File: src/rtl/cfe_pkg.sv
// types, codes and helpers shared by the central force euler step unit
package cfe_pkg;

  typedef enum logic [4:0] {
    ST_IDLE,
    ST_SQ_MUL,
    ST_SQ_ACC,
    ST_SQRT_GO,
    ST_SQRT_WAIT,
    ST_H_GO,
    ST_H_WAIT,
    ST_G_CHK,
    ST_G_WAIT,
    ST_U_GO,
    ST_U_WAIT,
    ST_F_MUL,
    ST_F_ACC,
    ST_P_MUL,
    ST_P_ADD,
    ST_V_MUL,
    ST_V_GO,
    ST_V_WAIT,
    ST_K_MUL,
    ST_K_ACC,
    ST_K_HI,
    ST_K_LO,
    ST_K_FIN,
    ST_OUT
  } state_e;

  typedef enum logic {
    UOP_DIV,
    UOP_SQRT
  } unit_op_e;

  typedef struct packed {
    logic     start;
    unit_op_e op;
  } unit_req_t;

  localparam logic [1:0] CFG_TIME_STEP = 2'd0;
  localparam logic [1:0] CFG_FORCE     = 2'd1;
  localparam logic [1:0] CFG_MASS      = 2'd2;

  localparam logic FUNC_LOAD = 1'b0;
  localparam logic FUNC_STEP = 1'b1;

  localparam logic [31:0] S32_MIN = 32'h8000_0000;
  localparam logic [30:0] U31_MAX = 31'h7fff_ffff;

  function automatic logic [31:0] abs32(input logic [31:0] x);
    logic [31:0] n;
    n = ~x + 32'd1;
    return x[31] ? n : x;
  endfunction

  function automatic logic [31:0] sat32(input logic [63:0] v);
    logic [31:0] r;
    if (!v[63] && (v[62:31] != 32'd0)) begin
      r = 32'h7fff_ffff;
    end else if (v[63] && (v[62:31] != 32'hffff_ffff)) begin
      r = 32'h8000_0000;
    end else begin
      r = v[31:0];
    end
    return r;
  endfunction

endpackage

File: src/rtl/cfe_divsqrt.sv
// shared iterative unit: 64/32 restoring divide, one bit a cycle, or 64-bit integer square root
module cfe_divsqrt (
  input  logic              clk_i,
  input  logic              rst_ni,
  input  cfe_pkg::unit_req_t req_i,
  input  logic [63:0]       dividend_i,
  input  logic [31:0]       divisor_i,
  output logic [63:0]       result_o,
  output logic              done_o
);

  logic                busy_q;
  logic                done_q;
  logic [5:0]          cnt_q;
  cfe_pkg::unit_op_e   op_q;
  logic [63:0]         quo_q;
  logic [32:0]         rem_q;
  logic [31:0]         dvs_q;
  logic [63:0]         res_q;
  logic [63:0]         bit_q;

  logic [32:0] rem_sh;
  logic        fits;
  logic [63:0] trial;
  logic        take;

  assign rem_sh = {rem_q[31:0], quo_q[63]};
  assign fits   = rem_sh >= {1'b0, dvs_q};
  assign trial  = res_q + bit_q;
  assign take   = quo_q >= trial;

  always_ff @(posedge clk_i or negedge rst_ni) begin
    if (!rst_ni) begin
      busy_q <= 1'b0;
      done_q <= 1'b0;
      cnt_q  <= '0;
      op_q   <= cfe_pkg::UOP_DIV;
    end else begin
      done_q <= 1'b0;
      if (req_i.start) begin
        busy_q <= 1'b1;
        op_q   <= req_i.op;
        cnt_q  <= (req_i.op == cfe_pkg::UOP_SQRT) ? 6'd31 : 6'd63;
      end else if (busy_q) begin
        if (cnt_q == 6'd0) begin
          busy_q <= 1'b0;
          done_q <= 1'b1;
        end else begin
          cnt_q <= cnt_q - 6'd1;
        end
      end
    end
  end

  always_ff @(posedge clk_i) begin
    if (req_i.start) begin
      quo_q <= dividend_i;
      rem_q <= '0;
      dvs_q <= divisor_i;
      res_q <= '0;
      bit_q <= 64'h4000_0000_0000_0000;
    end else if (busy_q) begin
      if (op_q == cfe_pkg::UOP_DIV) begin
        if (fits) begin
          rem_q <= rem_sh - {1'b0, dvs_q};
          quo_q <= {quo_q[62:0], 1'b1};
        end else begin
          rem_q <= rem_sh;
          quo_q <= {quo_q[62:0], 1'b0};
        end
      end else begin
        if (take) begin
          quo_q <= quo_q - trial;
          res_q <= (res_q >> 1) + bit_q;
        end else begin
          res_q <= res_q >> 1;
        end
        bit_q <= bit_q >> 2;
      end
    end
  end

  assign result_o = (op_q == cfe_pkg::UOP_SQRT) ? res_q : quo_q;
  assign done_o   = done_q;

endmodule

File: config.mk
export PLATFORM = sky130hd
export DESIGN_NAME = cfe_divsqrt
export DESIGN_NICKNAME = d
export VERILOG_FILES = /design/src/rtl/cfe_pkg.sv /design/src/rtl/cfe_divsqrt.sv
export SDC_FILE = /design/constraint.sdc
export NUM_CORES = 1
export LEC_CHECK = 0
export ABC_AREA = 1
export BUFFER_PORTS_ARGS = -buffer_cell sky130_fd_sc_hd__buf_2
export CAP_MARGIN = 10
export CORE_UTILIZATION = 28
export DETAILED_ROUTE_END_ITERATION = 10
export GPL_TIMING_DRIVEN = 1
export PLACE_DENSITY_LB_ADDON = 0.25
export SYNTH_ARGS = -nofsm -noshare
export SYNTH_HDL_FRONTEND = slang
export SYNTH_SLANG_ARGS = --single-unit
File: constraint.sdc
create_clock -name clk_i -period 6.4 [get_ports clk_i]
set_clock_uncertainty 0.1 [all_clocks]
set_input_delay 0.32 -clock clk_i [delete_from_list [all_inputs] [get_ports clk_i]]
set_output_delay 0.32 -clock clk_i [all_outputs]
set_load 0.05 [all_outputs]
# Word level (Yosys, flattened, before mapping)
# Cells that the tools add are included.
dict set report classes {
  add_sub_neg 5
  magnitude_cmp 2
  eq_ne 2
  muxes 18
  bitwise_logic 1
  n_reduce_logical 6
}
# cell n
set op_table {}
lappend op_table {{two-way mux 64 bit} 6}
lappend op_table {{adder 63 x 63 -> 64 bit} 1}
lappend op_table {{adder 64 x 63 -> 64 bit} 1}
lappend op_table {{>= comparator 64 bit} 1}
lappend op_table {{subtractor 64 bit} 1}
lappend op_table {{>= comparator 33 x 32 -> 1 bit} 1}
lappend op_table {{two-way mux 32 bit} 1}
lappend op_table {{subtractor 32 bit} 1}
lappend op_table {{two-way mux 6 bit} 4}
lappend op_table {{AND reduction 2 bit} 4}
lappend op_table {{two-way mux 1 bit} 7}
lappend op_table {{zero test 6 bit} 1}
lappend op_table {{subtractor 6 x 1 -> 6 bit (second input constant)} 1}
lappend op_table {{!= test 3 x 2 -> 1 bit (second input constant)} 1}
lappend op_table {{!= test 2 bit (second input constant)} 1}
lappend op_table {{nonzero test 2 bit} 1}
lappend op_table {{inverter 1 bit} 1}
dict set report word_totals {
  regBits 233
  out_inout_bits 65
}

# Logic depth before layout (Yosys ltp)
dict set report depth {
  ltp_word 6
  ltp_mapped 29
  ltp_nobuf 29
}

# Worst setup path before layout
# Ideal clock, no wire load.
dict set report synth_timing {
  path_kind {flip-flop to flip-flop}
  start {reg res_q[0]}
  end {reg quo_q[0], enable pin}
  arrival_time_ns 4.552
  path_slack_ns 1.330
  stages_incl_launch_ff 28
  cell_sequence {dfxtp_1 > ha_1 > ha_1 > nand3_1 > nor2_1 > nor2_1 > nor2_1 > or2_2 > nand2_1 > nand2_1 > nand3_1 > nand2_1 > nand2_1 > nand2_1 > nand2_1 > nand2_1 > ha_1 > nand2_1 > nor2_2 > inv_2 > nor2_2 > nand2_1 > nor3_4 > nand2_4 > nand2_8 > buf_6 > o21ai_0 > inv_1}
}
dict set report synth_between {
  elab_chain_len 4
}
# element line_no
set synth_rtl {}
lappend synth_rtl {{from (decl)} cfe_divsqrt.sv:19} ;# logic [63:0] res_q;
lappend synth_rtl {{from (signal assigned)} cfe_divsqrt.sv:74} ;# res_q <= (res_q >> 1) + bit_q;
lappend synth_rtl {{from (signal assigned)} cfe_divsqrt.sv:76} ;# res_q <= res_q >> 1;
lappend synth_rtl {{adder 64 x 63 -> 64 bit} cfe_divsqrt.sv:29} ;# assign trial = res_q + bit_q;
lappend synth_rtl {{>= comparator 64 bit} cfe_divsqrt.sv:30} ;# assign take = quo_q >= trial;
lappend synth_rtl {{!= test 3 x 2 -> 1 bit (no line)} n/a}
lappend synth_rtl {{AND reduction 2 bit (no line)} n/a}
lappend synth_rtl {{to (signal assigned)} cfe_divsqrt.sv:57} ;# quo_q <= dividend_i;
lappend synth_rtl {{to (signal assigned)} cfe_divsqrt.sv:66} ;# quo_q <= {quo_q[62:0], 1'b1};
lappend synth_rtl {{to (signal assigned)} cfe_divsqrt.sv:69} ;# quo_q <= {quo_q[62:0], 1'b0};
lappend synth_rtl {{to (decl)} cfe_divsqrt.sv:16} ;# logic [63:0] quo_q;
# No other way between the ends.
# A chain may end at the register's enable or synchronous reset.

# Final worst setup path
dict set report layout_timing {
  start {reg res_q[38]}
  end {reg res_q[2]}
}
dict set report layout_between {
  elab_chain_len 3
}
# element line_no
set layout_rtl {}
lappend layout_rtl {{adder 64 x 63 -> 64 bit} cfe_divsqrt.sv:29}
lappend layout_rtl {{>= comparator 64 bit} cfe_divsqrt.sv:30}
lappend layout_rtl {{two-way mux 64 bit} cfe_divsqrt.sv:72} ;# if (take) begin
# No other way between the ends.

==> impl_metrics.tcl <==
set metrics [dict create \
    outcome "finished, final reports clean" \
    synth_top_area_share_pct 21.7 \
    hold_ws_ns 0.00844 \
    root_buffer "clkbuf_16" \
    p_int_mw 6.00 \
    dpl_worst_slack_ns 1.11 \
    fp.dieH_um 306 \
    finalSetupViolations 0 \
    avgRoutedWirePerCell_um 20.7 \
    endpoint_kind "register" \
    postPlaceCellArea_um2 28000 \
    drive_gt1_share_pct 6.19 \
    cts-htree-levels 2 \
    vdd_drop_max_v 0.000225 \
    hpwl_um 101000 \
    drc_errors 0 \
    p_total_mw 13.8 \
    core_um2 91700 \
    synthCells 4501 \
    final_cells 5894 \
    worst_pin_slew_ns 0.995 \
    synth_edf_count 96 \
    min_path_type "in2reg" \
    slowest_delay_ns 0.74 \
    finalSetupTns_ns 0 \
    vias 29800 \
    crit_type "reg2reg" \
    p_clk_share_pct 15.1 \
    dieArea_um2 93600 \
    grt_max_degree 91 \
    drt_wl_total_um 122000 \
    clk_latency_ns 0.58 \
    synth_warnings 0 \
    path_cells "ha_1, nand2_1, nor2_1, nand2_1, nor4_1, a21o_1, nand2_1, nand2_1, xor2_1, ha_1, a21oi_1, nand2_1, a21oi_1, nand2_1, a21oi_4, buf_4, nand3_1, nand3_1, a21oi_1" \
    cpMaxStageDelayCell "nor4_1" \
    yosysUniqueCellTypes 51 \
    cp_max_fo 36 \
    final_nets 4942 \
    synth_ff_type "dfxtp_1" \
    drv_cap 0 \
    ys_ff_latch 233 \
    place_inst 5770 \
    hold_viol 0 \
    synthMostInstantiatedCell "nand2_1" \
    cp-start-kind "register" \
    seq_area_frac_synth_pct 21.9 \
    numClockSinks 233 \
    clk_path_buf_depth 3 \
    postLayoutCellArea_um2 29700 \
    io-pin-count 165 \
    synthesis.area_um2 25900 \
    p_sw_mw 7.76 \
    switching_share_pct 56.4 \
    grt_pass1_wl_um 179000 \
    combPwrFrac_pct 66.5 \
    dr.pass1.iters 6 \
    slew_viol_final 0 \
    yosysTopAreaCell "nand2_1" \
    period_needed_ns 5.50 \
    postCtsResizedCells 0 \
    detail-route-antenna-nets 0 \
    cts_tree "built" \
    cellPowerDensity_nw_per_um2 463 \
    core.rowCount 111 \
    drtIter0Drc 2383 \
    fmax_mhz 182 \
    grt_overflow_total 0 \
    post_drt_via_cell_ratio 5.06 \
    fin_ws_ns 0.904 \
    io_buffers 164 \
    arrival_ns 5.80 \
    synth_fp_nets 4767 \
    areaGrowthSynthToFinish_pct 14.9 \
    antenna_found_initial 8 \
    synthTopCellsByArea "nand2_1 (22%), edfxtp_1 (11%), dfxtp_1 (9.9%), inv_1 (9.7%), ha_1 (7.9%)" \
    initial_utilization_pct 28.2 \
    min_period_over_period_pct 85.9 \
    avgSynthCellArea_um2 5.75 \
    p_leak_nw 14.0 \
    gp_congestion 1.03 \
    p_seq_share_pct 18.4 \
    cp_data_required_time_ns 6.70 \
    cts-buffers-inserted 35 \
    clk_pin_slew_ns 0.06 \
    final_util_pct 32.4 \
    slew_headroom_pct 33.7 \
    synthArstFlopShare_pct 3.86 \
    die_w_um 306 \
    rsz0062_at_grt "false" \
    ys_top_cells_by_count "nand2_1 (1,499), inv_1 (669), nor2_1 (504), nand3_1 (330), o21ai_0 (296)" \
    grt_pass1_vias 29000 \
    grtUsageTotal_pct 25.4 \
    crit_top_cell "nand2_1" \
]
## final timing paths
check	from	to	slack [ns]	cells after the start
setup / recovery	res_q[38]$_SDFFE_PP0P_	res_q[2]$_SDFFE_PP0P_	0.90	19
hold / removal	dividend_i[35]	quo_q[35]$_DFFE_PP_	0.008	3
setup reg to reg	res_q[38]$_SDFFE_PP0P_	res_q[2]$_SDFFE_PP0P_	0.90	19
hold reg to reg	rem_q[27]$_SDFFE_PP0P_	rem_q[27]$_SDFFE_PP0P_	0.38	2
max in group asynchronous	rst_ni	cnt_q[4]$_DFFE_PN0P_	5.96	2
min in group asynchronous	rst_ni	cnt_q[0]$_DFFE_PN0P_	0.04	2
## power groups by stage
stage          registers [mW]  clock network, mW  logic [mW]
2_1_floorplan            2.29                  0        6.22
3_3_place_gp             2.54                  0        8.97
3_5_place_dp             2.54                  0        8.93
4_1_cts                  2.51               2.12        9.00
5_1_grt                  2.58               2.16        9.95
6_report                 2.54               2.07        9.15
## repair_timing
action / in CTS / in global routing
hold endpoints to repair: 64 / 0
hold buffers: 55 / 0
setup buffers: 0 / 0
## cell type report
class	count	area, um2
fillers	10500	61900
multi-input cells	3473	17100
flip-flops and latches	233	5670
inverters	672	2530
repair buffers	261	1730
well taps	1186	1480
clock buffers	42	912
clock inverters	21	267
diodes	6	15.0
## worst max-delay path, delay by kind of cell (launching register included)
kind | cells | cell delay [ns]
adders and majority gates | 2 | 0.75
DFF | 1 | 0.42
buffers and inverters | 1 | 0.46
AOI/OAI and AO/OA | 5 | 1.20
and+or+nand+nor | 10 | 2.11
xor gates and xnor gates | 1 | 0.23
## sequential cells by signal, summed over array words and instances, names as in the netlist
register and flops:
quo_q 64, res_q 64, bit_q 32, dvs_q 32
rem_q 32, cnt_q 6, busy_q 1, done_o 1
op_q 1
## kinds of logic after synthesis
kind of cell / after synthesis / share of synthesized area (%)
simple gates: 2484 / 39.1
buf+inv: 795 / 12.0
compound gates: 696 / 14.6
flops: 233 / 21.9
fa+ha+maj: 166 / 8.08
xor+xnor: 127 / 4.30
## cell usage in the layout (no fill, tap or decap), types with 7 or more instances in the layout
master         count
inv_1            665
nor2_1           502
o21ai_1           12
nor3_1            50
nand3_1          330
dfxtp_1          128
nand3b_1          25
buf_2            163
or2_2              8
nand4_1           42
a21o_1            14
xor2_1            83
o211ai_1          15
o21bai_1          29
o21ai_0          296
nand2_1         1498
o221ai_1          15
buf_4             39
xnor2_1           44
a21oi_1          268
nor2_2             7
a31oi_1           28
dfrtp_1            9
clkbuf_16         35
edfxtp_1          96
dlygate4sd3_1     55
ha_1             164
## metal layers
metal | track usage (%) | wire, um | share of wire, %
met5 | 0 | 0 | 0
met4 | 13.0 | 6550 | 5.4
met3 | 2.54 | 6170 | 5.1
met2 | 42.4 | 55400 | 46
met1 | 32.3 | 53600 | 44
Note: power is estimated with default switching activity, not from simulation.
